**src/hw/rtl/mbrf_pkg.sv**
```systemverilog
// Shared types, constants and the CRC-16/MODBUS byte update for the request framer.
package mbrf_pkg;

  localparam int unsigned FrameBytes = 8;
  localparam int unsigned PosW       = $clog2(FrameBytes);

  localparam logic [15:0]     CrcInit = 16'hFFFF;
  localparam logic [15:0]     CrcPoly = 16'hA001;
  localparam logic [PosW-1:0] LastPos = PosW'(FrameBytes - 1);

  typedef struct packed {
    logic [7:0]  slave_address;
    logic [7:0]  function_code;
    logic [15:0] register_address;
    logic [15:0] register_value;
  } req_t;

  typedef struct packed {
    logic [7:0]      frame_byte;
    logic [PosW-1:0] byte_position;
    logic            last_byte;
  } word_t;

  typedef struct packed {
    req_t        req;
    logic [15:0] crc;
  } stage_t;

  function automatic logic [15:0] crc_byte(input logic [15:0] crc, input logic [7:0] data);
    logic [15:0] acc;
    acc = crc ^ {8'h00, data};
    for (int b = 0; b < 8; b++) begin
      if (acc[0]) begin
        acc = (acc >> 1) ^ CrcPoly;
      end else begin
        acc = acc >> 1;
      end
    end
    return acc;
  endfunction

endpackage

```
**src/hw/rtl/mbrf_crc_stage.sv**
```systemverilog
// One pipeline stage that folds two frame bytes into the running CRC.
module mbrf_crc_stage
  import mbrf_pkg::*;
(
  input  logic       clk_i,
  input  logic       rst_ni,
  input  logic       valid_i,
  output logic       stall_o,
  input  stage_t     data_i,
  input  logic [7:0] byte_a_i,
  input  logic [7:0] byte_b_i,
  output logic       valid_o,
  input  logic       stall_i,
  output stage_t     data_o
);

  logic   valid_q;
  stage_t data_q, data_d;
  logic   load;

  assign stall_o = valid_q & stall_i;
  assign load    = valid_i & ~stall_o;

  always_comb begin
    data_d     = data_i;
    data_d.crc = crc_byte(crc_byte(data_i.crc, byte_a_i), byte_b_i);
  end

  always_ff @(posedge clk_i or negedge rst_ni) begin
    if (!rst_ni) begin
      valid_q <= 1'b0;
    end else if (!stall_o) begin
      valid_q <= valid_i;
    end
  end

  always_ff @(posedge clk_i) begin
    if (load) begin
      data_q <= data_d;
    end
  end

  assign valid_o = valid_q;
  assign data_o  = data_q;

endmodule

```
**src/hw/rtl/mbrf_serializer.sv**
```systemverilog
// Frame register that sends the eight bytes of one request, one word per cycle while out_stall_i is low.
module mbrf_serializer
  import mbrf_pkg::*;
(
  input  logic   clk_i,
  input  logic   rst_ni,
  input  logic   valid_i,
  output logic   stall_o,
  input  stage_t data_i,
  output logic   out_valid_o,
  input  logic   out_stall_i,
  output word_t  out_word_o
);

  logic [FrameBytes-1:0][7:0] frame_q, frame_d;
  logic [PosW-1:0]            cnt_q;
  logic                       valid_q;
  logic                       load, send, done;

  assign send    = valid_q & ~out_stall_i;
  assign done    = send & (cnt_q == LastPos);
  assign stall_o = valid_q & ~done;
  assign load    = valid_i & ~stall_o;

  always_comb begin
    frame_d[0] = data_i.req.slave_address;
    frame_d[1] = data_i.req.function_code;
    frame_d[2] = data_i.req.register_address[15:8];
    frame_d[3] = data_i.req.register_address[7:0];
    frame_d[4] = data_i.req.register_value[15:8];
    frame_d[5] = data_i.req.register_value[7:0];
    frame_d[6] = data_i.crc[7:0];
    frame_d[7] = data_i.crc[15:8];
  end

  always_ff @(posedge clk_i or negedge rst_ni) begin
    if (!rst_ni) begin
      valid_q <= 1'b0;
      cnt_q   <= '0;
    end else begin
      priority if (load) begin
        valid_q <= 1'b1;
        cnt_q   <= '0;
      end else if (done) begin
        valid_q <= 1'b0;
        cnt_q   <= '0;
      end else if (send) begin
        cnt_q <= cnt_q + PosW'(1);
      end
    end
  end

  always_ff @(posedge clk_i) begin
    if (load) begin
      frame_q <= frame_d;
    end
  end

  assign out_valid_o              = valid_q;
  assign out_word_o.frame_byte    = frame_q[cnt_q];
  assign out_word_o.byte_position = cnt_q;
  assign out_word_o.last_byte     = (cnt_q == LastPos);

endmodule

```
**src/hw/rtl/modbus_rtu_request_framer.sv**
```systemverilog
// Top level of the Modbus RTU request framer: CRC pipeline and frame serializer.
//
// A request word enters on in_word_i when in_valid_i is high and in_stall_o
// is low. Three pipeline stages each fold two frame bytes into the
// CRC-16/MODBUS check (reflected polynomial 0xA001, start value 0xFFFF).
// The finished frame is then loaded into the serializer, which sends eight
// output words, one per cycle: address, function, register address high and
// low, value high and low, then the check low and high byte. The last word
// of a frame has last_byte set.
// A request passes the three CRC stage registers, then the serializer loads it.
// The serializer takes a new request only when idle or when it sends the last
// word of the previous one; the pipeline holds up to three further requests,
// and a new frame follows the previous one without a gap.
// When the receiver raises out_stall_i, the current word holds and the
// stall travels back through the pipeline stages to in_stall_o.
// Reset clears all valid bits and the byte counter; no word is then pending.
module modbus_rtu_request_framer
  import mbrf_pkg::*;
(
  input  logic  clk_i,
  input  logic  rst_ni,
  input  logic  in_valid_i,
  output logic  in_stall_o,
  input  req_t  in_word_i,
  output logic  out_valid_o,
  input  logic  out_stall_i,
  output word_t out_word_o
);

  stage_t s0_data, s1_data, s2_data, s3_data;
  logic   s1_valid, s2_valid, s3_valid;
  logic   s1_stall, s2_stall, s3_stall;

  always_comb begin
    s0_data.req = in_word_i;
    s0_data.crc = CrcInit;
  end

  mbrf_crc_stage u_stage1 (
    .clk_i    (clk_i),
    .rst_ni   (rst_ni),
    .valid_i  (in_valid_i),
    .stall_o  (in_stall_o),
    .data_i   (s0_data),
    .byte_a_i (s0_data.req.slave_address),
    .byte_b_i (s0_data.req.function_code),
    .valid_o  (s1_valid),
    .stall_i  (s1_stall),
    .data_o   (s1_data)
  );

  mbrf_crc_stage u_stage2 (
    .clk_i    (clk_i),
    .rst_ni   (rst_ni),
    .valid_i  (s1_valid),
    .stall_o  (s1_stall),
    .data_i   (s1_data),
    .byte_a_i (s1_data.req.register_address[15:8]),
    .byte_b_i (s1_data.req.register_address[7:0]),
    .valid_o  (s2_valid),
    .stall_i  (s2_stall),
    .data_o   (s2_data)
  );

  mbrf_crc_stage u_stage3 (
    .clk_i    (clk_i),
    .rst_ni   (rst_ni),
    .valid_i  (s2_valid),
    .stall_o  (s2_stall),
    .data_i   (s2_data),
    .byte_a_i (s2_data.req.register_value[15:8]),
    .byte_b_i (s2_data.req.register_value[7:0]),
    .valid_o  (s3_valid),
    .stall_i  (s3_stall),
    .data_o   (s3_data)
  );

  mbrf_serializer u_serializer (
    .clk_i       (clk_i),
    .rst_ni      (rst_ni),
    .valid_i     (s3_valid),
    .stall_o     (s3_stall),
    .data_i      (s3_data),
    .out_valid_o (out_valid_o),
    .out_stall_i (out_stall_i),
    .out_word_o  (out_word_o)
  );

endmodule

```
**config.mk**
```make
export PLATFORM = sky130hd
export DESIGN_NAME = modbus_rtu_request_framer
export DESIGN_NICKNAME = d
export VERILOG_FILES = /design/src/hw/rtl/mbrf_pkg.sv /design/src/hw/rtl/mbrf_crc_stage.sv /design/src/hw/rtl/mbrf_serializer.sv /design/src/hw/rtl/modbus_rtu_request_framer.sv
export SDC_FILE = /design/constraint.sdc
export NUM_CORES = 1
export LEC_CHECK = 0
export BUFFER_PORTS_ARGS = -buffer_cell sky130_fd_sc_hd__buf_2
export CAP_MARGIN = 20
export CORE_UTILIZATION = 64
export DETAILED_ROUTE_END_ITERATION = 10
export HOLD_SLACK_MARGIN = 0.1
export PLACE_DENSITY = 0.84
export SLEW_MARGIN = 20
export SYNTH_ARGS = -nofsm -noshare
export SYNTH_HDL_FRONTEND = slang
export SYNTH_SLANG_ARGS = --single-unit
```
**constraint.sdc**
```tcl
create_clock -name clk_i -period 8.6 [get_ports clk_i]
set_input_delay 1.72 -clock clk_i [delete_from_list [all_inputs] [get_ports clk_i]]
set_output_delay 1.72 -clock clk_i [all_outputs]
set_load 0.01 [all_outputs]
```
==> results of run 1 <==
## routing by layer
metal	wire [um]	part of all wire
met1	6560	0.43
met2	7890	0.51
met3	608	0.040
met4	310	0.020
met5	0	0
## worst max-delay path, stage by stage
cell,delay [ns]
buf_2,0.12
inv_1,0.05
a21boi_0,0.60
nand4_1,0.23
inv_1,0.08
buf_2,0.12
## worst paths after layout
path | start | end | slack, ns | cells after the start
worst max-delay path | out_stall_i | in_stall_o | 3.95 | 6
worst min-delay path | u_stage1.data_o[62] | u_stage2.data_o[62] | 0.41 | 0
worst max register to register | u_serializer.cnt_q[1] | u_stage1.data_o[36] | 5.43 | 6
worst min register to register | u_stage1.data_o[62] | u_stage2.data_o[62] | 0.41 | 0
max in group asynchronous | rst_ni | u_serializer.cnt_q[0] | 7.38 | 1
min in group asynchronous | rst_ni | u_stage2.valid_o | 1.04 | 1
## through the flow
step / cells / cell area (um2) / setup WS (ns) / hold slack (ns)
global route: 719 / 11000 / 3.82 / 0.420
floorplan: 427 / 9660 / 3.35 / 0.400
CTS: 719 / 11000 / 3.86 / 0.415
global placement: 675 / 10200 / 4.09 / 0.402
finish: 719 / 11000 / 3.95 / 0.413
detailed placement: 675 / 10200 / 3.99 / 0.405
## layout make-up
class,count,area [um2]
well taps,184,230
inverters,3,11.3
clock inverters,10,77.6
repair buffers,69,355
clock buffers,34,699
multi-input cells,156,1780
flip-flops and latches,263,7860
fillers,763,3630
## sequential cells by signal (all words and copies together), names as in the netlist, 3 cells and up
signal                flops
u_stage2.data_o          64
u_stage1.data_o          64
u_serializer.cnt_q        3
u_stage3.data_o          64
u_serializer.frame_q     64
## logic make-up after synthesis
logic type                 after synthesis
and+or+nand+nor                         16
buffers and inverters                    8
AOI/OAI and AO/OA                        6
adders and majority gates                2
DFF                                    263
xor gates and xnor gates               107
muxes                                   25
## layout by cell type (no fill, tap or decap), types with 2 or more instances in the layout
cell       count
xnor3_1        8
edfxtp_1     256
nand2_1        4
inv_1          3
mux4_2        16
dfrtp_1        6
xor2_1        38
a22o_1         4
xnor2_1       50
ha_1           2
clkbuf_16     25
nor2_1         2
buf_4          4
nand2b_1       3
buf_2         65
clkbuf_8       4
xor2_2         2
and2_2         3
mux2_2         9
xnor2_2        7
clkinv_2       7
clkbuf_1       5
## power groups by stage
stage          logic, mW  clock network [mW]  registers, mW
2_1_floorplan      0.376                   0           1.58
6_report           0.472                1.02           1.59
4_1_cts            0.478                1.04           1.59
5_1_grt            0.508                1.09           1.60
3_3_place_gp       0.449                   0           1.61
3_5_place_dp       0.468                   0           1.62
==> metrics.md, run 1 <==
| Metric | Value |
|---|---|
| Status | complete, but fails checks |
| Failing checks | DRC |
| Post-Route Setup TNS | 0 ns |
| Slew Limit Headroom | 0.418 |
| Clock-pin slew on the worst setup and hold paths | 0.06 ns |
| Rows | 44 |
| Avg Vias per Cell | 5.53 |
| Tightest Pin Transition | 0.873 ns |
| Number of setup buffers added after CTS | 0 |
| H-tree levels | 1 |
| Crit path required time | 6.88 ns |
| Sequential fraction of the synthesis area | 0.814 |
| P per Cell Area | 280 nW/um2 |
| Die Area | 15600 um2 |
| Met3 global-route usage | 0.0279 |
| Int Power | 2.38 mW |
| Initial Util | 0.660 |
| RSZ-0062 raised after global routing | no |
| Tot Pwr | 3.09 mW |
| Post-CTS Hold Buffers | 0 |
| Fin nets | 572 |
| Adder-cell share of the synthesized area | 0.00259 |
| Largest family of logic cells by synthesized area | XOR/XNOR gates |
| Switching pwr | 710 uW |
| Worst skew pair latency | 0.50 ns |
| Layout cell share with drive strength beyond 1 | 0.279 |
| Total Routing Usage GR | 0.209 |
| Area share of and/or/nand/nor cells after synthesis | 0.00868 |
| Final Util | 0.752 |
| Hold Vio Cnt, Final | 0 |
| DIE HEIGHT | 125 um |
| Post-synth EDFFs | 256 |
| Synth area leader | edfxtp_1 |
| Vias in the first global route | 4080 |
| P&R area growth vs syn | 14.0% |
| Largest net degree at the start of global routing | 65 |
| Grt ovf | 0 |
| GR Util met2 | 0.347 |
| I/O Buffers | 65 |
| Die Wd | 125 um |
| Hold crit path type | reg -> reg |
| Final Wtd Congestion | 0.811 |
| Worst-path maximum fanout | 6 |
| Synth Instances | 427 |
| Post-synth cell types | 27 |
| Power share of the clock group | 0.332 |
| CTS Buf Count | 25 |
| Flops & latches, synth | 263 |
| Combinational power share | 0.153 |
| Met1 Use GR | 0.293 |
| Synth warn | 0 |
| Startpoint types | input port |
| Avg Cell Area, Syn | 22.6 um2 |
| Setup Skew | 0.0116 ns |
| Share of power burned in registers | 0.516 |
| Initial antenna violation count | 0 |
| Core Box Area | 14600 um2 |
| Post-synth top area share | 0.796 |
| Post-DP HPWL | 9620 um |
| Net Sw Frac | 0.230 |
| Post-Syn Nets | 481 |
| Wire per inst | 21.4 um |
| First-pass GRT wire length | 23500 um |
| Final Cycle Share | 0.541 |
| Synth Area in XOR/XNOR | 0.119 |
| Worst path arrival time | 2.93 ns |
| Final period demand of the worst path | 4.65 ns |
| CTS Root Cell | clkbuf_16 |
| CP Capture Type | output port |
| Detailed Route WL | 15400 um |
| Io pins | 66 |
| Synth cell count leaders | edfxtp_1, xnor2_1, xor2_1 |
| DRC | 10 |
| Ys async rst share | 0.0266 |
| Post-cts sizing count | 0 |
| Gr busiest metal | met2 |
| TritonRoute pass-1 iters | 7 |
| Worst ir drop on vdd | 0.172 mV |
| Synth top area cells | edfxtp_1, xnor2_1, mux4_2 |
| # setup viols final | 0 |
| DR iter-0 viols | 411 |
| CTS tree | built |
| Multiplexer area fraction after synthesis | 0.0478 |
| Sink Count | 263 |
| CTS Buffer Depth | 3 |
| WS Path Type | in -> out |
| Compound-Gate Fraction of Synth Area | 0.00492 |
| Number of max-cap violations | 0 |
| Max Slew Vio Count | 0 |
| Leakage power | 3.77 nW |
| Fmax | 215 MHz |
| ANT nets after route | 0 |
| Mapped Area | 9660 um2 |
| Diode count | 0 |
| Top_reg_cell synth | edfxtp_1 |
| Count leader, synth | edfxtp_1 |
| Vias | 3977 |
No activity file was read; power rests on OpenSTA's default activity.
==> inputs of run 2 (changes only) <==
Settings changed: ABC_AREA from default to 1, CORE_UTILIZATION 64 to 54, PLACE_DENSITY 0.84 to 0.75.
Clock period 8.6 ns to 4 ns, I/O delays scaled along.
==> run 2 against run 1 <==
The run now ends clean; routed wire length grew 15%; power increased by 120%; worst setup slack got worse by 3.5 ns; sequential share of layout area down 4.9 points; core utilization down 12 points; global-route usage fell by 2.3 points; cell area increased by 7.3%; hold slack gained 0.0034 ns; combinational power up 150%; register-to-register slack got worse by 5.0 ns; first-iteration DRC count grew 3.2%; clock-buffer cell count shrank 6.
==> metrics.md, run 2 <==
| Metric | Value |
|---|---|
| Status | completed |
| WS Path Type | reg -> reg |
| H-tree levels | 1 (unchanged) |
| Count leader, synth | edfxtp_1 |
| Reg2reg path depth | 24 (+18) |
| Largest stage delay, worst path | 0.40 ns (-0.20 ns) |
| Wire per inst | 17.2 um (-19%) |
| I/O Buffers | 65 (unchanged) |
| Avg Vias per Cell | 5.24 (-5.2%) |
| P per Cell Area | 583 nW/um2 (+110%) |
| Metal3 WL | 1090 um (+79%) |
| Commonest non-fill, non-tap cell in the layout | edfxtp_1 |
| Hold Vio Cnt, Final | 0 (unchanged) |
| Synth warn | 0 (unchanged) |
| Worst path slowest cell | edfxtp_1 |
| Die Wd | 140 um (+12%) |
| Sequential fraction of the synthesis area | 0.762 (-0.0514) |
| ANT nets after route | 0 (unchanged) |
| Largest net degree at the start of global routing | 66 (+1.5%) |
| Synth top area cells | edfxtp_1, xor2_1, nand2_1 |
| Worst hold endpoint | u_serializer.frame_q[51] |
| Setup Skew | 0.0172 ns (+0.00566 ns) |
| Number of max-cap violations | 0 (unchanged) |
| CTS Buffer Depth | 3 (unchanged) |
| Post-DP HPWL | 12200 um (+27%) |
| Crit path max-delay family | simple AND/OR/NAND/NOR gates |
| Slew Limit Headroom | 0.415 (-0.00360) |
| Total Routing Usage GR | 0.186 (-0.0231) |
| Max layer used | met4 |
| Post-synth cell types | 21 (-22%) |
| Post-synth top area share | 0.745 (-0.0503) |
| DRC | 0 (-10) |
| Vias in the first global route | 5238 (+28%) |
| Post-Syn Nets | 741 (+54%) |
| M1 WL | 7700 um (+18%) |
| CP Cell Sequence | xnor2_1 -> inv_1 -> nand2_2 -> nand2_2 -> nand2_1 -> nand3_2 -> nand2_2 -> nand2_1 -> nand3_1 -> nand2_2 -> nand2_1 -> nand3_1 -> nand2_2 -> nand2_1 -> nand3_2 -> nand2_2 -> nand2_1 -> nand3_1 -> nand3_1 -> nand3_1 -> nand2_1 -> nand2_1 -> nand3_1 -> nand2_1 |
| Clock-pin slew on the worst setup and hold paths | 0.06 ns (about the same) |
| Core Box Area | 18700 um2 (+28%) |
| Met2 wire len | 8630 um (+9.3%) |
| Worst-path maximum fanout | 4 (-2) |
| Number of setup buffers added after CTS | 0 (unchanged) |
| Io pins | 66 (unchanged) |
| # setup viols final | 0 (unchanged) |
| Tightest Pin Transition | 0.877 ns (+0.00443 ns) |
| RR Endpoint | u_stage3.data_o[0] |
| CTS Root Cell | clkbuf_16 |
| Final Wtd Congestion | 0.860 (+6.1%) |
| Post-synth EDFFs | 256 (unchanged) |
| WP buf/inv | 1 (-3) |
| Cell repeated most along the worst path | nand2_1 |
| DR iter-0 viols | 424 (+3.2%) |
| Hold Crit Depth | 0 (unchanged) |
| Die Area | 19700 um2 (+26%) |
| Startpoint types | flip-flop |
| Fin nets | 830 (+45%) |
| Finished Layout Cells | 1028 (+43%) |
| Final period demand of the worst path | 3.58 ns |
| Synth Instances | 687 (+61%) |
| Avg Cell Area, Syn | 15.0 um2 (-34%) |
| First-pass GRT wire length | 27800 um (+18%) |
| Sink Count | 263 (unchanged) |
| Leakage power | 4.39 nW (+16%) |
| Critical path startpoint | u_stage2.data_o[26] |
| Initial antenna violation count | 0 (unchanged) |
| Detailed Route WL | 17700 um (+15%) |
| DIE HEIGHT | 140 um (+12%) |
| Post-Route Setup TNS | 0 ns (unchanged) |
| RSZ-0062 raised after global routing | no |
| Ys async rst share | 0.0266 (unchanged) |
| Commonest cells after routing, fill and taps aside | edfxtp_1, nand2_1, buf_2 |
| CTS tree | built |
| Setup ws final | 0.417 ns (-3.53 ns) |
| Rows | 50 (+14%) |
| Final Cycle Share | 0.896 |
| Worst ir drop on vdd | 0.323 mV (+88%) |
| Layout cell share with drive strength beyond 1 | 0.205 (-0.0732) |
| Crit path required time | 4.27 ns (-2.61 ns) |
| Hold Startpoint | u_stage3.data_o[3] |
| Worst path arrival time | 3.85 ns (+0.92 ns) |
| Grt ovf | 0 (unchanged) |
| Setup WS pre-CTS | 0.616 ns (-3.37 ns) |
| Final hold slack | 0.416 ns (+0.00344 ns) |
| Max Slew Vio Count | 0 (unchanged) |
| P&R area growth vs syn | 14.7% |
| Worst skew pair latency | 0.52 ns (+0.02 ns) |
| Top_reg_cell synth | edfxtp_1 |
| Fmax | 279 MHz |
| Reg-to-Reg Start | u_stage2.data_o[26] |
| CTS Buf Count | 25 (unchanged) |
| Cell total after placement | 982 (+45%) |
| Vias | 5391 (+36%) |
| R2R Setup Slk | 0.42 ns (-5.01 ns) |
| Synth area leader | edfxtp_1 |
| Hold crit path type | reg -> reg |
| Tot Pwr | 6.89 mW (+120%) |
| CP Capture Type | flip-flop |
| TritonRoute pass-1 iters | 5 (-2) |
| Synth cell count leaders | edfxtp_1, nand2_1, nor2_1 |
| Initial Util | 0.551 (-0.108) |
| Mapped Area | 10300 um2 (+6.7%) |
| Flops & latches, synth | 263 (unchanged) |
| Diode count | 0 (unchanged) |
[run 2: cells by family after synthesis]
group	Yosys count	synth area share
AOI/OAI and AO/OA	54	0.0283
xor gates and xnor gates	91	0.0816
adders and majority gates	2	0.00243
buffers and inverters	59	0.0215
DFF	263	0.762
and+or+nand+nor	218	0.104
[run 2: worst max path at each step]
stage	cells past startpoint	endpoint
6_report	24	u_stage3.data_o[0]
4_1_cts	24	u_stage3.data_o[0]
3_5_place_dp	24	u_stage3.data_o[0]
3_3_place_gp	28	u_stage2.data_o[0]
2_1_floorplan	10	u_stage1.data_o[0]
5_1_grt	26	u_stage3.data_o[0]
[run 2: repair_timing]
| item | 4_1_cts | 5_1_grt |
|---|---|---|
| endpoints found under the setup margin | 0 | 0 |
| hold buffers | 1 | 0 |
| resized for setup | 0 | 0 |
| endpoints found under the hold margin | 7 | 0 |
[run 2: layout make-up]
type                            count  area, um2
Timing Repair Buffer               71        398
Clock inverter                     17        203
Tap cell                          234        293
Sequential cell                   263       7860
Multi-Input combinational cell    365       2240
Clock buffer                       28        637
Fill cell                        1273       6880
Inverter                           50        188
[run 2: metrics by stage]
stage                     instance area (um2)   util
after floorplan                         10300      -
after global placement                  11000  0.587
after detailed placement                11000  0.587
after CTS                               11800  0.632
after global routing                    11800  0.632
final                                   11800  0.632
[run 2: power by group]
group	internal, mW	leakage [nW]	switching (mW)
Clock	1.41	0.408	0.957
Combinational	0.402	1.60	0.767
Sequential	3.26	2.38	0.0899
[run 2: per-layer routing]
| layer | track usage | up-vias |
|---|---|---|
| met5 | 0 | - |
| met4 | 0.0457 | 0 |
| met3 | 0.0287 | 36 |
| met2 | 0.312 | 193 |
| met1 | 0.258 | 2571 |
| li1 | - | 2591 |
[run 2: worst reg2reg max path, stage by stage (launching register included)]
cell	delay, ns
edfxtp_1	0.40
xnor2_1	0.33
inv_1	0.12
nand2_2	0.12
nand2_2	0.10
nand2_1	0.10
nand3_2	0.10
nand2_2	0.14
nand2_1	0.08
nand3_1	0.15
nand2_2	0.11
nand2_1	0.09
nand3_1	0.13
nand2_2	0.15
nand2_1	0.10
nand3_2	0.10
nand2_2	0.10
nand2_1	0.10
nand3_1	0.12
nand3_1	0.17
nand3_1	0.14
nand2_1	0.14
nand2_1	0.08
nand3_1	0.09
nand2_1	0.05
